## src/sv/dce_pkg.sv

```systemverilog
`timescale 1ns / 1ps
package dce_pkg;

  localparam int SENSOR_COUNT    = 16;
  localparam int ROTATION_STAGES = 16;
  localparam int ATAN_LEN        = 24;
  localparam int SENSOR_SLOTS    = 16;
  localparam int PIPE_DEPTH      = ROTATION_STAGES + 7;

  localparam int FULL_TURN_I = 46080;

  localparam logic [15:0] FULL_TURN    = 16'd46080;
  localparam logic [15:0] QUARTER_TURN = 16'd11520;
  localparam logic [15:0] HALF_TURN    = 16'd23040;
  localparam logic [15:0] THREE_QUARTER_TURN = 16'd34560;

  localparam logic [32:0] RAD_PER_UNIT = 33'd146409;
  localparam logic signed [32:0] GAIN_INV = 33'sd652032874;
  localparam logic signed [18:0] EDGE_MAX = 19'sh3FFFF;
  localparam logic signed [18:0] EDGE_MIN = -19'sh40000;

  typedef logic [$clog2(ATAN_LEN)-1:0] stage_idx_t;
  typedef logic [15:0]                 angle_t;
  typedef logic [17:0]                 dist_t;
  typedef logic [18:0]                 radius_t;
  typedef logic [17:0]                 half_width_t;
  typedef logic signed [32:0]          vec_t;
  typedef logic signed [18:0]          edge_t;
  typedef logic [$clog2(PIPE_DEPTH+1)-1:0] occ_t;

  typedef logic signed [32:0] atan_rom_t [ATAN_LEN];
  typedef angle_t             offset_rom_t [SENSOR_SLOTS];

  localparam atan_rom_t ATAN_TABLE = '{
    33'sd843314856, 33'sd497837829, 33'sd263043836, 33'sd133525158,
    33'sd67021686,  33'sd33543515,  33'sd16775850,  33'sd8388437,
    33'sd4194282,   33'sd2097149,   33'sd1048575,   33'sd524287,
    33'sd262143,    33'sd131071,    33'sd65535,     33'sd32767,
    33'sd16383,     33'sd8191,      33'sd4095,      33'sd2047,
    33'sd1023,      33'sd511,       33'sd255,       33'sd127
  };

  // Sensor mounting angle in 1/128 degree, rounded and folded into one turn.
  function automatic offset_rom_t make_offset_rom();
    offset_rom_t rom;
    int          v;
    for (int i = 0; i < SENSOR_SLOTS; i++) begin
      v = (i * FULL_TURN_I + SENSOR_COUNT / 2) / SENSOR_COUNT;
      v = v % FULL_TURN_I;
      rom[i] = angle_t'(v);
    end
    return rom;
  endfunction

  localparam offset_rom_t OFFSET_ROM = make_offset_rom();

  typedef struct packed {
    logic [9:0]  distance_step;
    logic [11:0] turret_radius;
    logic [15:0] cone_tangent;
  } cfg_t;

  typedef struct packed {
    vec_t        x;
    vec_t        y;
    vec_t        z;
    logic [1:0]  quad;
    radius_t     r;
    half_width_t w;
  } beat_t;

endpackage

```

## src/sv/dce_front.sv

```systemverilog
`timescale 1ns / 1ps
module dce_front (
  input  logic          clk,
  input  logic          rst,
  input  dce_pkg::cfg_t cfg,
  input  logic          in_valid,
  output logic          in_ready,
  input  logic [3:0]    sensor_index,
  input  logic [7:0]    range_count,
  input  logic [15:0]   heading,
  output logic          out_valid,
  input  logic          out_ready,
  output dce_pkg::beat_t out_beat
);

  logic v1, v2, v3, v4;
  logic en1, en2, en3, en4;

  dce_pkg::angle_t head1, offs1;
  dce_pkg::dist_t  d1;
  dce_pkg::angle_t angle2;
  dce_pkg::radius_t r2, r3;
  logic [33:0]      wprod2;
  logic [1:0]       quad3;
  logic [13:0]      rem3;
  dce_pkg::half_width_t w3;

  logic [16:0]      angle_sum;
  dce_pkg::angle_t  head_mod;

  assign en4 = !v4 || out_ready;
  assign en3 = !v3 || en4;
  assign en2 = !v2 || en3;
  assign en1 = !v1 || en2;
  assign in_ready  = en1;
  assign out_valid = v4;

  assign head_mod  = (heading >= dce_pkg::FULL_TURN) ? heading - dce_pkg::FULL_TURN : heading;
  assign angle_sum = {1'b0, head1} + {1'b0, offs1};

  always_ff @(posedge clk) begin
    if (rst) begin
      v1 <= 1'b0;
      v2 <= 1'b0;
      v3 <= 1'b0;
      v4 <= 1'b0;
    end else begin
      if (en1) v1 <= in_valid;
      if (en2) v2 <= v1;
      if (en3) v3 <= v2;
      if (en4) v4 <= v3;
    end
  end

  always_ff @(posedge clk) begin
    if (en1) begin
      head1 <= head_mod;
      offs1 <= dce_pkg::OFFSET_ROM[sensor_index];
      d1    <= dce_pkg::dist_t'(range_count) * dce_pkg::dist_t'(cfg.distance_step);
    end
    if (en2) begin
      angle2 <= (angle_sum >= {1'b0, dce_pkg::FULL_TURN}) ?
                dce_pkg::angle_t'(angle_sum - {1'b0, dce_pkg::FULL_TURN}) :
                dce_pkg::angle_t'(angle_sum);
      r2     <= dce_pkg::radius_t'(cfg.turret_radius) + dce_pkg::radius_t'(d1);
      wprod2 <= 34'(d1) * 34'(cfg.cone_tangent);
    end
    if (en3) begin
      if (angle2 >= dce_pkg::THREE_QUARTER_TURN) begin
        quad3 <= 2'd3;
        rem3  <= 14'(angle2 - dce_pkg::THREE_QUARTER_TURN);
      end else if (angle2 >= dce_pkg::HALF_TURN) begin
        quad3 <= 2'd2;
        rem3  <= 14'(angle2 - dce_pkg::HALF_TURN);
      end else if (angle2 >= dce_pkg::QUARTER_TURN) begin
        quad3 <= 2'd1;
        rem3  <= 14'(angle2 - dce_pkg::QUARTER_TURN);
      end else begin
        quad3 <= 2'd0;
        rem3  <= 14'(angle2);
      end
      r3 <= r2;
      // Round the half width to nearest, ties up.
      w3 <= dce_pkg::half_width_t'((wprod2 + 34'd32768) >> 16);
    end
    if (en4) begin
      out_beat.x    <= dce_pkg::GAIN_INV;
      out_beat.y    <= '0;
      out_beat.z    <= dce_pkg::vec_t'(33'(rem3) * dce_pkg::RAD_PER_UNIT);
      out_beat.quad <= quad3;
      out_beat.r    <= r3;
      out_beat.w    <= w3;
    end
  end

endmodule

```

## config.mk

```make
export PLATFORM = sky130hd
export DESIGN_NAME = dce_front
export DESIGN_NICKNAME = d
export VERILOG_FILES = /design/src/sv/dce_pkg.sv /design/src/sv/dce_front.sv
export SDC_FILE = /design/constraint.sdc
export NUM_CORES = 1
export LEC_CHECK = 0
export BUFFER_PORTS_ARGS = -buffer_cell sky130_fd_sc_hd__clkbuf_2
export CORE_MARGIN = 10
export CORE_UTILIZATION = 35
export CTS_BUF_LIST = sky130_fd_sc_hd__clkbuf_8
export DETAILED_ROUTE_END_ITERATION = 10
export HOLD_SLACK_MARGIN = 0.06
export PLACE_DENSITY = 0.52
export RECOVER_POWER = 50
export SLEW_MARGIN = 20
export SYNTH_ARGS = -nofsm -noshare
export SYNTH_HDL_FRONTEND = slang
export SYNTH_SLANG_ARGS = --single-unit
export TNS_END_PERCENT = 20
```

## constraint.sdc

```tcl
create_clock -name clk -period 11.1 [get_ports clk]
set_input_delay 1.11 -clock clk [delete_from_list [all_inputs] [get_ports clk]]
set_output_delay 1.11 -clock clk [all_outputs]
set_load 0.01 [all_outputs]
```

==> summary.json <==
{
  "nFillCells": {"value": 7111},
  "required": {"value": 11.42, "unit": "ns"},
  "antenna_found_initial": {"value": 6},
  "clk_pin_slew": {"value": 0.06, "unit": "ns"},
  "route.antenna.remaining_nets": {"value": 0},
  "period_share": {"value": 0.620},
  "cts_tree": {"value": "built"},
  "status": {"value": "complete, but fails checks"},
  "fin_skew": {"value": 0.0327, "unit": "ns"},
  "cts-buffers-inserted": {"value": 42},
  "start_util": {"value": 0.354},
  "critical_path.endpoint_type": {"value": "flip-flop"},
  "route.detailed.vias_per_inst": {"value": 4.68},
  "hold_buffers": {"value": 0},
  "synth-edff-count": {"value": 222},
  "final_common_cell": {"value": "sky130_fd_sc_hd__inv_1"},
  "die_y": {"value": 290, "unit": "um"},
  "io_pins": {"value": 210},
  "grt-ovfl-total": {"value": 0},
  "worst_pin_slew": {"value": 4.08, "unit": "ns"},
  "cpMostUsedCell": {"value": "sky130_fd_sc_hd__fa_1"},
  "detail_route.drc_violations": {"value": 0},
  "synthDistinctLibCells": {"value": 69},
  "hold_class": {"value": "flip-flop to flip-flop"},
  "detail_route.wirelength": {"value": 58600, "unit": "um"},
  "clk_root_buffer_cell": {"value": "sky130_fd_sc_hd__clkbuf_8"},
  "synth_area_leaders": {"value": "sky130_fd_sc_hd__fa_1 (28%), sky130_fd_sc_hd__edfxtp_1 (26%), sky130_fd_sc_hd__ha_1 (15%)"},
  "async_flop_share": {"value": 0},
  "dp.final_hpwl": {"value": 47800, "unit": "um"},
  "core_area": {"value": 0.0717, "unit": "mm^2"},
  "synth_top_area_frac": {"value": 0.280},
  "post_route_cells_drive_above_1_share": {"value": 0.0832},
  "final_cell_mix": {"value": "sky130_fd_sc_hd__inv_1 (502), sky130_fd_sc_hd__fa_1 (355), sky130_fd_sc_hd__ha_1 (295)"},
  "arrival": {"value": 7.20, "unit": "ns"},
  "place_inst": {"value": 3459},
  "clk-insertion-delay-late": {"value": 0.60, "unit": "ns"},
  "yosysSeqAreaShare": {"value": 0.265},
  "critical_path_class": {"value": "input port to flip-flop"},
  "gp_congestion": {"value": 0.873},
  "vias": {"value": 16538},
  "synthMuxAreaShare": {"value": 0.00364},
  "layout-area-overhead-vs-synth": {"value": 9.01, "unit": "%"},
  "die-width": {"value": 290, "unit": "um"},
  "yosysTopAreaCell": {"value": "sky130_fd_sc_hd__fa_1"},
  "multiInputGateArea": {"value": 0.0164, "unit": "mm^2"},
  "grt_max_degree": {"value": 72},
  "sink_count": {"value": 226},
  "crit_path_max_incr_delay": {"value": 0.53, "unit": "ns"},
  "postSynth.topFlopCell": {"value": "sky130_fd_sc_hd__edfxtp_1"},
  "share_of_the_core_filled_with_cells": {"value": 0.386},
  "synth_top_family_by_area": {"value": "adder cells"},
  "synth_xor_xnor_area_share": {"value": 0.0348},
  "final_hold_viol_count": {"value": 0},
  "cts-root-to-sink-buffers": {"value": 3},
  "cts_htree_levels": {"value": 2},
  "ff_latch_area": {"value": 0.00675, "unit": "mm^2"},
  "tns": {"value": 0, "unit": "ns"},
  "max_cap_violations": {"value": 3},
  "compound_gate_fraction_of_synth_area": {"value": 0.0546},
  "post_synth_inst_count": {"value": 2410},
  "setup_viol": {"value": 0},
  "number_of_iterations_in_the_first_detailed_routing_pass": {"value": 7},
  "critical_path.max_fanout": {"value": 18},
  "syn-cell-area": {"value": 0.0254, "unit": "mm^2"},
  "cts_setup_buffers": {"value": 0},
  "drc_marker_count_from_the_first_detailed_route_iteration": {"value": 694},
  "critPathSlowestCell": {"value": "sky130_fd_sc_hd__fa_1"},
  "cts_resized": {"value": 0},
  "synthesis.area_per_instance": {"value": 10.5, "unit": "um^2"},
  "yosys.area_share.adder": {"value": 0.425},
  "instances_no_fill": {"value": 3536},
  "crit_chain": {"value": "clkbuf_2 > nand2_1 > fa_1 > fa_1 > fa_1 > inv_1 > fa_1 > fa_1 > inv_1 > fa_1 > inv_1 > ha_1 > a2111oi_0 > o21ai_0 > a21oi_1 > nor4b_1 > o21ai_1 > nand2_1 > a311o_1 > a21oi_1 > xnor2_1"},
  "routed_wire_length_per_instance": {"value": 16.6, "unit": "um"},
  "grt_first_pass_wirelength": {"value": 95400, "unit": "um"},
  "number_of_buffer_cells_added_on_primary_ports": {"value": 142},
  "min_period": {"value": 6.89, "unit": "ns"},
  "synth.yosys.warnings": {"value": 0},
  "number_of_global_route_vias_before_repair": {"value": 18186},
  "report.final.slew_viol_count": {"value": 172},
  "synthSimpleGateAreaFrac": {"value": 0.116},
  "max_slew_margin": {"value": -1.72},
  "synth-seq-cells": {"value": 226},
  "nNetsFinal": {"value": 3273},
  "failed_checks": {"value": "capacitance limit, slew limit"},
  "row_count": {"value": 98},
  "critical_path_start_type": {"value": "input port"},
  "maximum_clock_frequency": {"value": 145, "unit": "MHz"},
  "grt_util_all_layers": {"value": 0.143},
  "rsz0062_at_grt": {"value": "no"},
  "floorplan.die_area": {"value": 0.0838, "unit": "mm^2"}
}
[registers in the layout, indices dropped and copies added, names as in the netlist]
signal,flops
out_beat,71
r2,19
r3,19
wprod2,19
d1,18
w3,18
angle2,16
head1,16
rem3,14
offs1,10
quad3,2
out_valid,1
v1,1
v2,1
v3,1
[synth_stat cells (5+ instances only)]
cell type / count
sky130_fd_sc_hd__nand2b_1: 8
sky130_fd_sc_hd__and2_1: 177
sky130_fd_sc_hd__o21ai_1: 5
sky130_fd_sc_hd__nor2b_1: 10
sky130_fd_sc_hd__nor3_1: 17
sky130_fd_sc_hd__o21bai_1: 7
sky130_fd_sc_hd__nand3_1: 26
sky130_fd_sc_hd__a31oi_1: 9
sky130_fd_sc_hd__a21boi_0: 6
sky130_fd_sc_hd__xnor2_1: 76
sky130_fd_sc_hd__and3_1: 14
sky130_fd_sc_hd__or2_2: 5
sky130_fd_sc_hd__o21ai_0: 44
sky130_fd_sc_hd__nor4_1: 5
sky130_fd_sc_hd__nor2_1: 65
sky130_fd_sc_hd__ha_1: 295
sky130_fd_sc_hd__a21o_1: 25
sky130_fd_sc_hd__xor2_1: 25
sky130_fd_sc_hd__nand2_1: 250
sky130_fd_sc_hd__fa_1: 355
sky130_fd_sc_hd__buf_4: 67
sky130_fd_sc_hd__inv_1: 492
sky130_fd_sc_hd__clkbuf_1: 49
sky130_fd_sc_hd__or4_1: 5
sky130_fd_sc_hd__a21oi_1: 57
sky130_fd_sc_hd__nand4_1: 7
sky130_fd_sc_hd__o21a_1: 10
sky130_fd_sc_hd__a211oi_1: 6
sky130_fd_sc_hd__o211ai_1: 5
sky130_fd_sc_hd__edfxtp_1: 222
[per-stage QoR]
stage | worst slack, ns | hold slack (ns) | area, um^2
final | 4.21 | 0.405 | 27700
after detailed placement | 3.59 | 0.405 | 26900
after CTS | 4.21 | 0.394 | 27700
after floorplan | 4.33 | 0.400 | 25700
after global placement | 3.66 | 0.403 | 26900
after global routing | 3.89 | 0.405 | 27700
[per-layer routing]
| layer | vias to the layer above | GRT usage | wire length (um) |
|---|---|---|---|
| li1 | 7819 | - | - |
| met4 | 8 | 0.0403 | 1260 |
| met2 | 333 | 0.261 | 30800 |
| met3 | 85 | 0.0255 | 3000 |
| met1 | 8293 | 0.168 | 23600 |
| met5 | - | 0 | 53 |
[worst paths after layout]
check        startpoint    endpoint  slack (ns)  cells past startpoint
max              cfg[1]  wprod2[32]        4.21                     21
min               r2[6]       r3[6]        0.41                      0
max reg2reg       d1[9]  wprod2[32]        4.26                     20
min reg2reg       r2[6]       r3[6]        0.41                      0
[kinds of logic after synthesis]
logic type / count (synthesis)
buffers and inverters: 610
XOR/XNOR: 101
AND/OR/NAND/NOR: 603
multiplexers: 6
adder cells (fa/ha/maj): 650
other: 2
flip-flops: 226
AO/OA/AOI/OAI: 212
[worst max-delay path: cells and delay by family]
family	cells	cell delay, ns
fa+ha+maj	7	3.36
compound gates	6	1.57
buf+inv	4	0.55
simple gates	3	0.49
xor+xnor	1	0.08
[area by class of cell]
type                    instances  area share
well taps                     950      0.0429
clock buffers                  42      0.0209
diodes                          3    0.000271
inverters                     492      0.0667
multi-input cells            1639       0.591
repair buffers                152      0.0274
clock inverters                32     0.00745
flip-flops and latches        226       0.243
Power is not shown: default switching activity piles up to over one toggle a cycle in this logic, so the estimate is an artifact.
