<file path="src/sv/dce_pkg.sv">
`timescale 1ns / 1ps
package dce_pkg;

  localparam int SENSOR_COUNT    = 16;
  localparam int ROTATION_STAGES = 16;
  localparam int ATAN_LEN        = 24;
  localparam int SENSOR_SLOTS    = 16;
  localparam int PIPE_DEPTH      = ROTATION_STAGES + 7;

  localparam int FULL_TURN_I = 46080;

  localparam logic [15:0] FULL_TURN    = 16'd46080;
  localparam logic [15:0] QUARTER_TURN = 16'd11520;
  localparam logic [15:0] HALF_TURN    = 16'd23040;
  localparam logic [15:0] THREE_QUARTER_TURN = 16'd34560;

  localparam logic [32:0] RAD_PER_UNIT = 33'd146409;
  localparam logic signed [32:0] GAIN_INV = 33'sd652032874;
  localparam logic signed [18:0] EDGE_MAX = 19'sh3FFFF;
  localparam logic signed [18:0] EDGE_MIN = -19'sh40000;

  typedef logic [$clog2(ATAN_LEN)-1:0] stage_idx_t;
  typedef logic [15:0]                 angle_t;
  typedef logic [17:0]                 dist_t;
  typedef logic [18:0]                 radius_t;
  typedef logic [17:0]                 half_width_t;
  typedef logic signed [32:0]          vec_t;
  typedef logic signed [18:0]          edge_t;
  typedef logic [$clog2(PIPE_DEPTH+1)-1:0] occ_t;

  typedef logic signed [32:0] atan_rom_t [ATAN_LEN];
  typedef angle_t             offset_rom_t [SENSOR_SLOTS];

  localparam atan_rom_t ATAN_TABLE = '{
    33'sd843314856, 33'sd497837829, 33'sd263043836, 33'sd133525158,
    33'sd67021686,  33'sd33543515,  33'sd16775850,  33'sd8388437,
    33'sd4194282,   33'sd2097149,   33'sd1048575,   33'sd524287,
    33'sd262143,    33'sd131071,    33'sd65535,     33'sd32767,
    33'sd16383,     33'sd8191,      33'sd4095,      33'sd2047,
    33'sd1023,      33'sd511,       33'sd255,       33'sd127
  };

  // Sensor mounting angle in 1/128 degree, rounded and folded into one turn.
  function automatic offset_rom_t make_offset_rom();
    offset_rom_t rom;
    int          v;
    for (int i = 0; i < SENSOR_SLOTS; i++) begin
      v = (i * FULL_TURN_I + SENSOR_COUNT / 2) / SENSOR_COUNT;
      v = v % FULL_TURN_I;
      rom[i] = angle_t'(v);
    end
    return rom;
  endfunction

  localparam offset_rom_t OFFSET_ROM = make_offset_rom();

  typedef struct packed {
    logic [9:0]  distance_step;
    logic [11:0] turret_radius;
    logic [15:0] cone_tangent;
  } cfg_t;

  typedef struct packed {
    vec_t        x;
    vec_t        y;
    vec_t        z;
    logic [1:0]  quad;
    radius_t     r;
    half_width_t w;
  } beat_t;

endpackage

</file>
<file path="src/sv/dce_cell.sv">
`timescale 1ns / 1ps
module dce_cell (
  input  logic                clk,
  input  logic                rst,
  input  dce_pkg::stage_idx_t stage,
  input  logic                in_valid,
  output logic                in_ready,
  input  dce_pkg::beat_t      in_beat,
  output logic                out_valid,
  input  logic                out_ready,
  output dce_pkg::beat_t      out_beat
);

  logic           valid;
  logic           en;
  dce_pkg::vec_t  dx, dy, step_angle;
  dce_pkg::beat_t rot;

  assign en        = !valid || out_ready;
  assign in_ready  = en;
  assign out_valid = valid;

  assign dx         = in_beat.y >>> stage;
  assign dy         = in_beat.x >>> stage;
  assign step_angle = dce_pkg::ATAN_TABLE[stage];

  always_comb begin
    rot = in_beat;
    if (!in_beat.z[32]) begin
      rot.x = in_beat.x - dx;
      rot.y = in_beat.y + dy;
      rot.z = in_beat.z - step_angle;
    end else begin
      rot.x = in_beat.x + dx;
      rot.y = in_beat.y - dy;
      rot.z = in_beat.z + step_angle;
    end
  end

  always_ff @(posedge clk) begin
    if (rst) begin
      valid <= 1'b0;
    end else if (en) begin
      valid <= in_valid;
    end
  end

  always_ff @(posedge clk) begin
    if (en) begin
      out_beat <= rot;
    end
  end

endmodule

</file>
<file path="config.mk">
export PLATFORM = sky130hd
export DESIGN_NAME = dce_cell
export DESIGN_NICKNAME = d
export VERILOG_FILES = /design/src/sv/dce_pkg.sv /design/src/sv/dce_cell.sv
export SDC_FILE = /design/constraint.sdc
export NUM_CORES = 1
export LEC_CHECK = 0
export ABC_AREA = 0
export BUFFER_PORTS_ARGS = -buffer_cell sky130_fd_sc_hd__buf_2
export CAP_MARGIN = 20
export CELL_PAD_IN_SITES_DETAIL_PLACEMENT = 1
export CELL_PAD_IN_SITES_GLOBAL_PLACEMENT = 2
export CORE_ASPECT_RATIO = 1.1
export CORE_MARGIN = 4
export CORE_UTILIZATION = 35
export DETAILED_ROUTE_END_ITERATION = 10
export PLACE_DENSITY_LB_ADDON = 0.1
export SYNTH_ARGS = -nofsm -noshare
export SYNTH_HDL_FRONTEND = slang
export SYNTH_SLANG_ARGS = --single-unit
</file>
<file path="constraint.sdc">
create_clock -name clk -period 7.35 [get_ports clk]
set_input_delay 0.3675 -clock clk [delete_from_list [all_inputs] [get_ports clk]]
set_output_delay 0.3675 -clock clk [all_outputs]
set_load 0.02 [all_outputs]
</file>
==> flow_summary.json, run 1 <==
{
  "wl_per_cell_um": 24.3,
  "power.total_mw": 4.24,
  "wl_mm": 60.9,
  "synth_nets": 1891,
  "critPathCaptureType": "register",
  "worst_slack_ps": 955,
  "syn_inst": 1633,
  "p_leak_nw": 7.64,
  "initial_core_util": 0.353,
  "yosysSeqAreaShare": 0.266,
  "firstDrtPassIters": 5,
  "ioPinCount": 287,
  "powerDensity_nw_per_um2": 230,
  "viasPerCell": 5.89,
  "gp_congestion": 0.894,
  "grt_pass1_vias": 15200,
  "clkLatencyLatePin_ps": 470,
  "finalHoldViolCount": 0,
  "start_kind": "primary input",
  "syn_avg_cell_area_um2": 9.60,
  "clk_pin_slew_worst_paths_ps": 60,
  "root_buffer": "clkbuf_16",
  "status": "completed",
  "vias": 14700,
  "layout_common_cells": "285 x buf_2, 141 x a21oi_1, 138 x edfxtp_1",
  "core-area_um2": 44400,
  "cp.arrival_ps": 6600,
  "drive_above_1_share": 0.271,
  "peakVddDrop_uv": 152,
  "cts_max_path_buffers": 2,
  "die_w_um": 210,
  "setup_viol": 0,
  "relSlewSlack": 0.365,
  "worst_pin_slew_ps": 950,
  "rsz0062_at_grt": "no",
  "synthDistinctLibCells": 88,
  "final_common_cell": "buf_2",
  "cts_htree_levels": 4,
  "die_y_um": 230,
  "drt.antenna.violating_nets": 0,
  "crit_required_ps": 7550,
  "ys_ff_latch": 139,
  "ctsResizeCount": 0,
  "rows": 81,
  "fin_area_um2": 18500,
  "cts_tree": "yes",
  "worst-setup-path-type": "primary input to register",
  "grt_pass1_wl_mm": 92.5,
  "syn_area_um2": 15700,
  "drc": 0,
  "grt_max_degree": 91,
  "fillers": 5168,
  "fmax_mhz": 156,
  "cts_num_sinks": 139,
  "hold_path.class": "primary input to register",
  "fin_crit_sh": 0.870,
  "nNetsFinal": 2164,
  "grt_use_total": 0.246,
  "dieArea_um2": 48300,
  "io_buffers": 286,
  "synth_flop_cell": "edfxtp_1",
  "cap_violations": 0,
  "fin_skew_ps": 16.0,
  "grt-ovfl-total": 0,
  "ys_async_sr_fraction": 0,
  "final_util": 0.416,
  "cts_made_buffers": 17,
  "dr.first_iter.drc_count": 990,
  "hpwlAfterDp_mm": 47.9,
  "yosysWarnings": 0,
  "antenna_found_initial": 4,
  "dpl-instance-area_um2": 17900,
  "area_growth_pct": 17.7,
  "synth-edff-count": 138,
  "min_period_ps": 6390,
  "critPathMaxFanout": 55,
  "postCtsSetupRepairBufs": 0,
  "report.final.slew_viol_count": 0,
  "cts_hold_buf": 0,
  "dpl_worst_slack_ps": 563,
  "setup_tns_ps": 0
}
cell type report:
cell class	count	area, µm²	area share
antenna	2	5.00	0.000271
clock buffer	18	429	0.0232
clock inverter	14	150	0.00813
inverter	36	135	0.00732
multi-input combinational	1370	10900	0.593
sequential	139	4160	0.226
tap	581	727	0.0394
timing repair buffer	342	1910	0.103
worst max-delay path, stage by stage:
cell and delay, ps:
buf_6 490, mux4_2 600, a222oi_1 630, mux2i_1 240, a221o_1 470, nand4b_4 200, or3_1 510, o41ai_1 410
xnor2_1 130, ha_1 390, a21o_1 200, a21o_1 170, a21oi_1 170, o21ai_0 120, a221o_1 330, a2111oi_0 450
buf_4 200, nand3b_1 130, nand3_1 130, a21oi_1 80, xor2_1 140
final timing paths:
| check | start | end | slack, ps | depth (start not counted) |
|---|---|---|---|---|
| min reg2reg | out_valid | out_valid | 940 | 2 |
| max reg2reg | out_valid | out_beat[90] | 5550 | 2 |
| min | rst | out_valid | 70 | 2 |
| max | stage[0] | out_beat[134] | 960 | 21 |
synth_stat cells, types with 13 or more instances:
| library cell | instances | area [µm²] |
|---|---|---|
| nor2_1 | 134 | 503 |
| nor2b_1 | 13 | 81.3 |
| a31oi_1 | 37 | 231 |
| o21a_1 | 22 | 165 |
| clkbuf_1 | 43 | 161 |
| a211oi_1 | 23 | 173 |
| xnor2_1 | 113 | 990 |
| nand2_1 | 128 | 480 |
| a21oi_1 | 141 | 706 |
| nand3_1 | 30 | 150 |
| mux2i_1 | 49 | 490 |
| mux2_2 | 36 | 405 |
| buf_2 | 18 | 90.1 |
| buf_1 | 18 | 67.6 |
| and3_1 | 14 | 87.6 |
| nand4_1 | 14 | 87.6 |
| and2_1 | 16 | 100 |
| o21ai_0 | 85 | 425 |
| ha_1 | 108 | 1350 |
| edfxtp_1 | 138 | 4140 |
| nand2b_1 | 29 | 181 |
| inv_1 | 32 | 120 |
| a21o_1 | 39 | 293 |
| mux4_2 | 79 | 1780 |
| nor3_1 | 26 | 130 |
| xor2_1 | 56 | 490 |
metal layers:
| layer | wire length [µm] | track usage | share of wire |
|---|---|---|---|
| met4 | 1390 | 0.0653 | 0.023 |
| met5 | 13 | 0 | 0.00021 |
| met2 | 29400 | 0.419 | 0.48 |
| met3 | 3440 | 0.0375 | 0.056 |
| met1 | 26600 | 0.328 | 0.44 |
stage by stage:
stage | hold WS, ps | std cells
2_1_floorplan | 437 | 1633
3_3_place_gp | 529 | 2467
3_5_place_dp | 542 | 2468
4_1_cts | 42.4 | 2500
5_1_grt | 46.5 | 2501
6_report | 74.9 | 2502
cells by family after synthesis:
kind of cell	count (synthesis)	synth area share
simple gates	447	0.138
buf+inv	124	0.0370
xor+xnor	169	0.0944
mux	168	0.177
flops	139	0.266
compound gates	475	0.197
fa+ha+maj	111	0.0900
power by group:
part | leakage (nW) | internal [mW] | switching [mW] | total, mW
registers | 1.43 | 1.17 | 0.0571 | 1.23
clock network | 0.276 | 0.479 | 0.406 | 0.885
logic | 5.93 | 0.816 | 1.31 | 2.13
registers in the layout, summed over array words and instances (netlist names):
name and cells:
out_beat 138, out_valid 1
(Power assumes the default switching activity.)
==> run 2, diff against run 1 <==
--- a/config.mk
+++ b/config.mk
@@ -14,7 +14,7 @@
 export CORE_MARGIN = 4
 export CORE_UTILIZATION = 35
 export DETAILED_ROUTE_END_ITERATION = 10
-export PLACE_DENSITY_LB_ADDON = 0.1
+export PLACE_DENSITY = 0.85
 export SYNTH_ARGS = -nofsm -noshare
 export SYNTH_HDL_FRONTEND = slang
 export SYNTH_SLANG_ARGS = --single-unit
==> run 2 against run 1 <==
Against the previous run: worst hold slack worse by 24 ps; global-route usage is 0.062 points lower; via count is 1.3% higher; sequential cell count stayed put; clock-buffer cell count is 1 lower; maximum frequency is 1.4% higher; routed wire length hardly changed; non-clock buffer count is 12 lower; first-iteration DRC count is 12% higher; sequential power hardly changed; clock skew is 8.0 ps lower; critical path type unchanged.
==> flow_summary.json, run 2 (same netlist as run 1, synthesis figures left out) <==
{
  "status": "completed",
  "peakVddDrop_uv": 133,
  "drive_above_1_share": 0.267,
  "vias": 14900,
  "die_y_um": 230,
  "dr.first_iter.drc_count": 1107,
  "cts_hold_buf": 0,
  "drc": 0,
  "cts_made_buffers": 17,
  "pwr-share-clk": 0.208,
  "worst_pin_slew_ps": 1020,
  "hold_path.class": "primary input to register",
  "powerDensity_nw_per_um2": 231,
  "nNetsFinal": 2152,
  "layout_common_cells": "284 x buf_2, 141 x a21oi_1, 138 x edfxtp_1",
  "p_int_mw": 2.44,
  "slowest_delay_ps": 610,
  "setup_viol": 0,
  "relSlewSlack": 0.317,
  "root_buffer": "clkbuf_16",
  "fmax_mhz": 159,
  "r2r_end": "out_beat[102]",
  "cp-startpoint": "stage[0]",
  "cts_max_path_buffers": 2,
  "clkLatencyLatePin_ps": 470,
  "wl_per_cell_um": 24.5,
  "grt_pass1_wl_mm": 93.3,
  "grt_use_total": 0.246,
  "hpwlAfterDp_mm": 47.6,
  "finalHoldViolCount": 0,
  "power_switching_share": 0.425,
  "rsz0062_at_grt": "no",
  "cp.arrival_ps": 6520,
  "core-area_um2": 44400,
  "grt_pass1_vias": 15700,
  "fin_crit_sh": 0.858,
  "regMostFlops": "out_beat",
  "p_leak_nw": 7.58,
  "fin_skew_ps": 8.00,
  "crit_required_ps": 7560,
  "seqPwrFrac": 0.290,
  "firstDrtPassIters": 5,
  "reg2reg_slack_ps": 5470,
  "cts_htree_levels": 4,
  "cts_num_sinks": 139,
  "reg2reg_from": "out_valid",
  "cap_violations": 0,
  "final_common_cell": "buf_2",
  "drt.antenna.violating_nets": 0,
  "min_period_ps": 6310,
  "wl_mm": 60.9,
  "grt_max_degree": 66,
  "crit_chain": "buf_6 -> mux4_2 -> a222oi_1 -> mux2i_1 -> a221o_1 -> nand4b_4 -> or3_1 -> o41ai_1 -> xnor2_1 -> ha_1 -> a21o_1 -> a21o_1 -> a21oi_1 -> o21ai_0 -> a221o_1 -> a2111oi_0 -> buf_4 -> nand3b_1 -> nand3_1 -> a21oi_1 -> xor2_1",
  "cts_tree": "yes",
  "rows": 81,
  "viasPerCell": 6.00,
  "antenna_found_initial": 4,
  "crit_path_end": "out_beat[134]",
  "critical-path-slowest-cell": "a222oi_1",
  "combPwrFrac": 0.502,
  "critPathCaptureType": "register",
  "report.final.slew_viol_count": 0,
  "start_kind": "primary input",
  "postCtsSetupRepairBufs": 0,
  "ioPinCount": 287,
  "die_w_um": 210,
  "clk_pin_slew_worst_paths_ps": 70,
  "ctsResizeCount": 0,
  "worstRegToRegCells": 2,
  "p_sw_mw": 1.80,
  "grt-ovfl-total": 0,
  "gp_congestion": 0.934,
  "dieArea_um2": 48300,
  "largest_reg_flops": 138,
  "critPathMaxFanout": 65,
  "setup_tns_ps": 0,
  "io_buffers": 286,
  "initial_core_util": 0.353,
  "area_growth_pct": 17.2,
  "worst-setup-path-type": "primary input to register",
  "holdWs_ps": 51.1
}
==> run 2: cell count changes in the layout (fill, tap and decap cells not counted) <==
cell        change
buf_4          -10
clkinv_8        +4
clkinv_4        -2
buf_12          -1
buf_2           -1
bufinv_16       -1
clkbuf_1        -1
clkinvlp_4      -1
inv_8           +1
==> run 2: layout make-up <==
| type | count | area, µm² |
|---|---|---|
| tap | 581 | 727 |
| fill | 5189 | 26000 |
| sequential | 139 | 4160 |
| multi-input combinational | 1370 | 10900 |
| timing repair buffer | 330 | 1810 |
| clock inverter | 15 | 171 |
| antenna | 2 | 5.00 |
| clock buffer | 17 | 425 |
| inverter | 36 | 135 |
==> run 2: per-stage QoR <==
step           setup slack (ps)   util  total power [mW]  cells  instance area (µm²)
2_1_floorplan              1490      -              2.69   1633                15700
3_3_place_gp                824  0.401              3.32   2456                17800
3_5_place_dp                644  0.401              3.36   2456                17800
4_1_cts                    1150  0.414              4.29   2488                18400
5_1_grt                     719  0.414              4.50   2490                18400
6_report                   1040  0.414              4.24   2490                18400
==> run 2: worst min-delay path by stage <==
| stage | from | to | slack, ps | cells after the start |
|---|---|---|---|---|
| 2_1_floorplan | rst | out_valid | 440 | 1 |
| 3_3_place_gp | rst | out_valid | 520 | 2 |
| 3_5_place_dp | rst | out_valid | 530 | 2 |
| 4_1_cts | rst | out_valid | 7 | 2 |
| 5_1_grt | rst | out_valid | 20 | 2 |
| 6_report | rst | out_valid | 50 | 2 |
==> run 2: power by group through the flow <==
stage          combinational, mW  sequential [mW]  clock [mW]
3_5_place_dp                2.11             1.25           0
4_1_cts                     2.13             1.24       0.918
3_3_place_gp                2.08             1.24           0
2_1_floorplan               1.12             1.56           0
6_report                    2.13             1.23       0.881
5_1_grt                     2.30             1.25       0.949
==> run 2: critical path, delay by kind of cell <==
| family | cells | cell delay [ps] |
|---|---|---|
| fa+ha+maj | 1 | 390 |
| simple gates | 4 | 940 |
| buf+inv | 2 | 740 |
| compound gates | 10 | 2930 |
| xor+xnor | 2 | 260 |
| mux | 2 | 820 |
==> run 2: layer usage <==
metal / up-vias / global-route usage / part of all wire
met5: - / 0 / 0.00021
met4: 2 / 0.0814 / 0.031
met3: 119 / 0.0494 / 0.071
met2: 604 / 0.424 / 0.49
met1: 7418 / 0.308 / 0.41
li1: 6791 / - / -
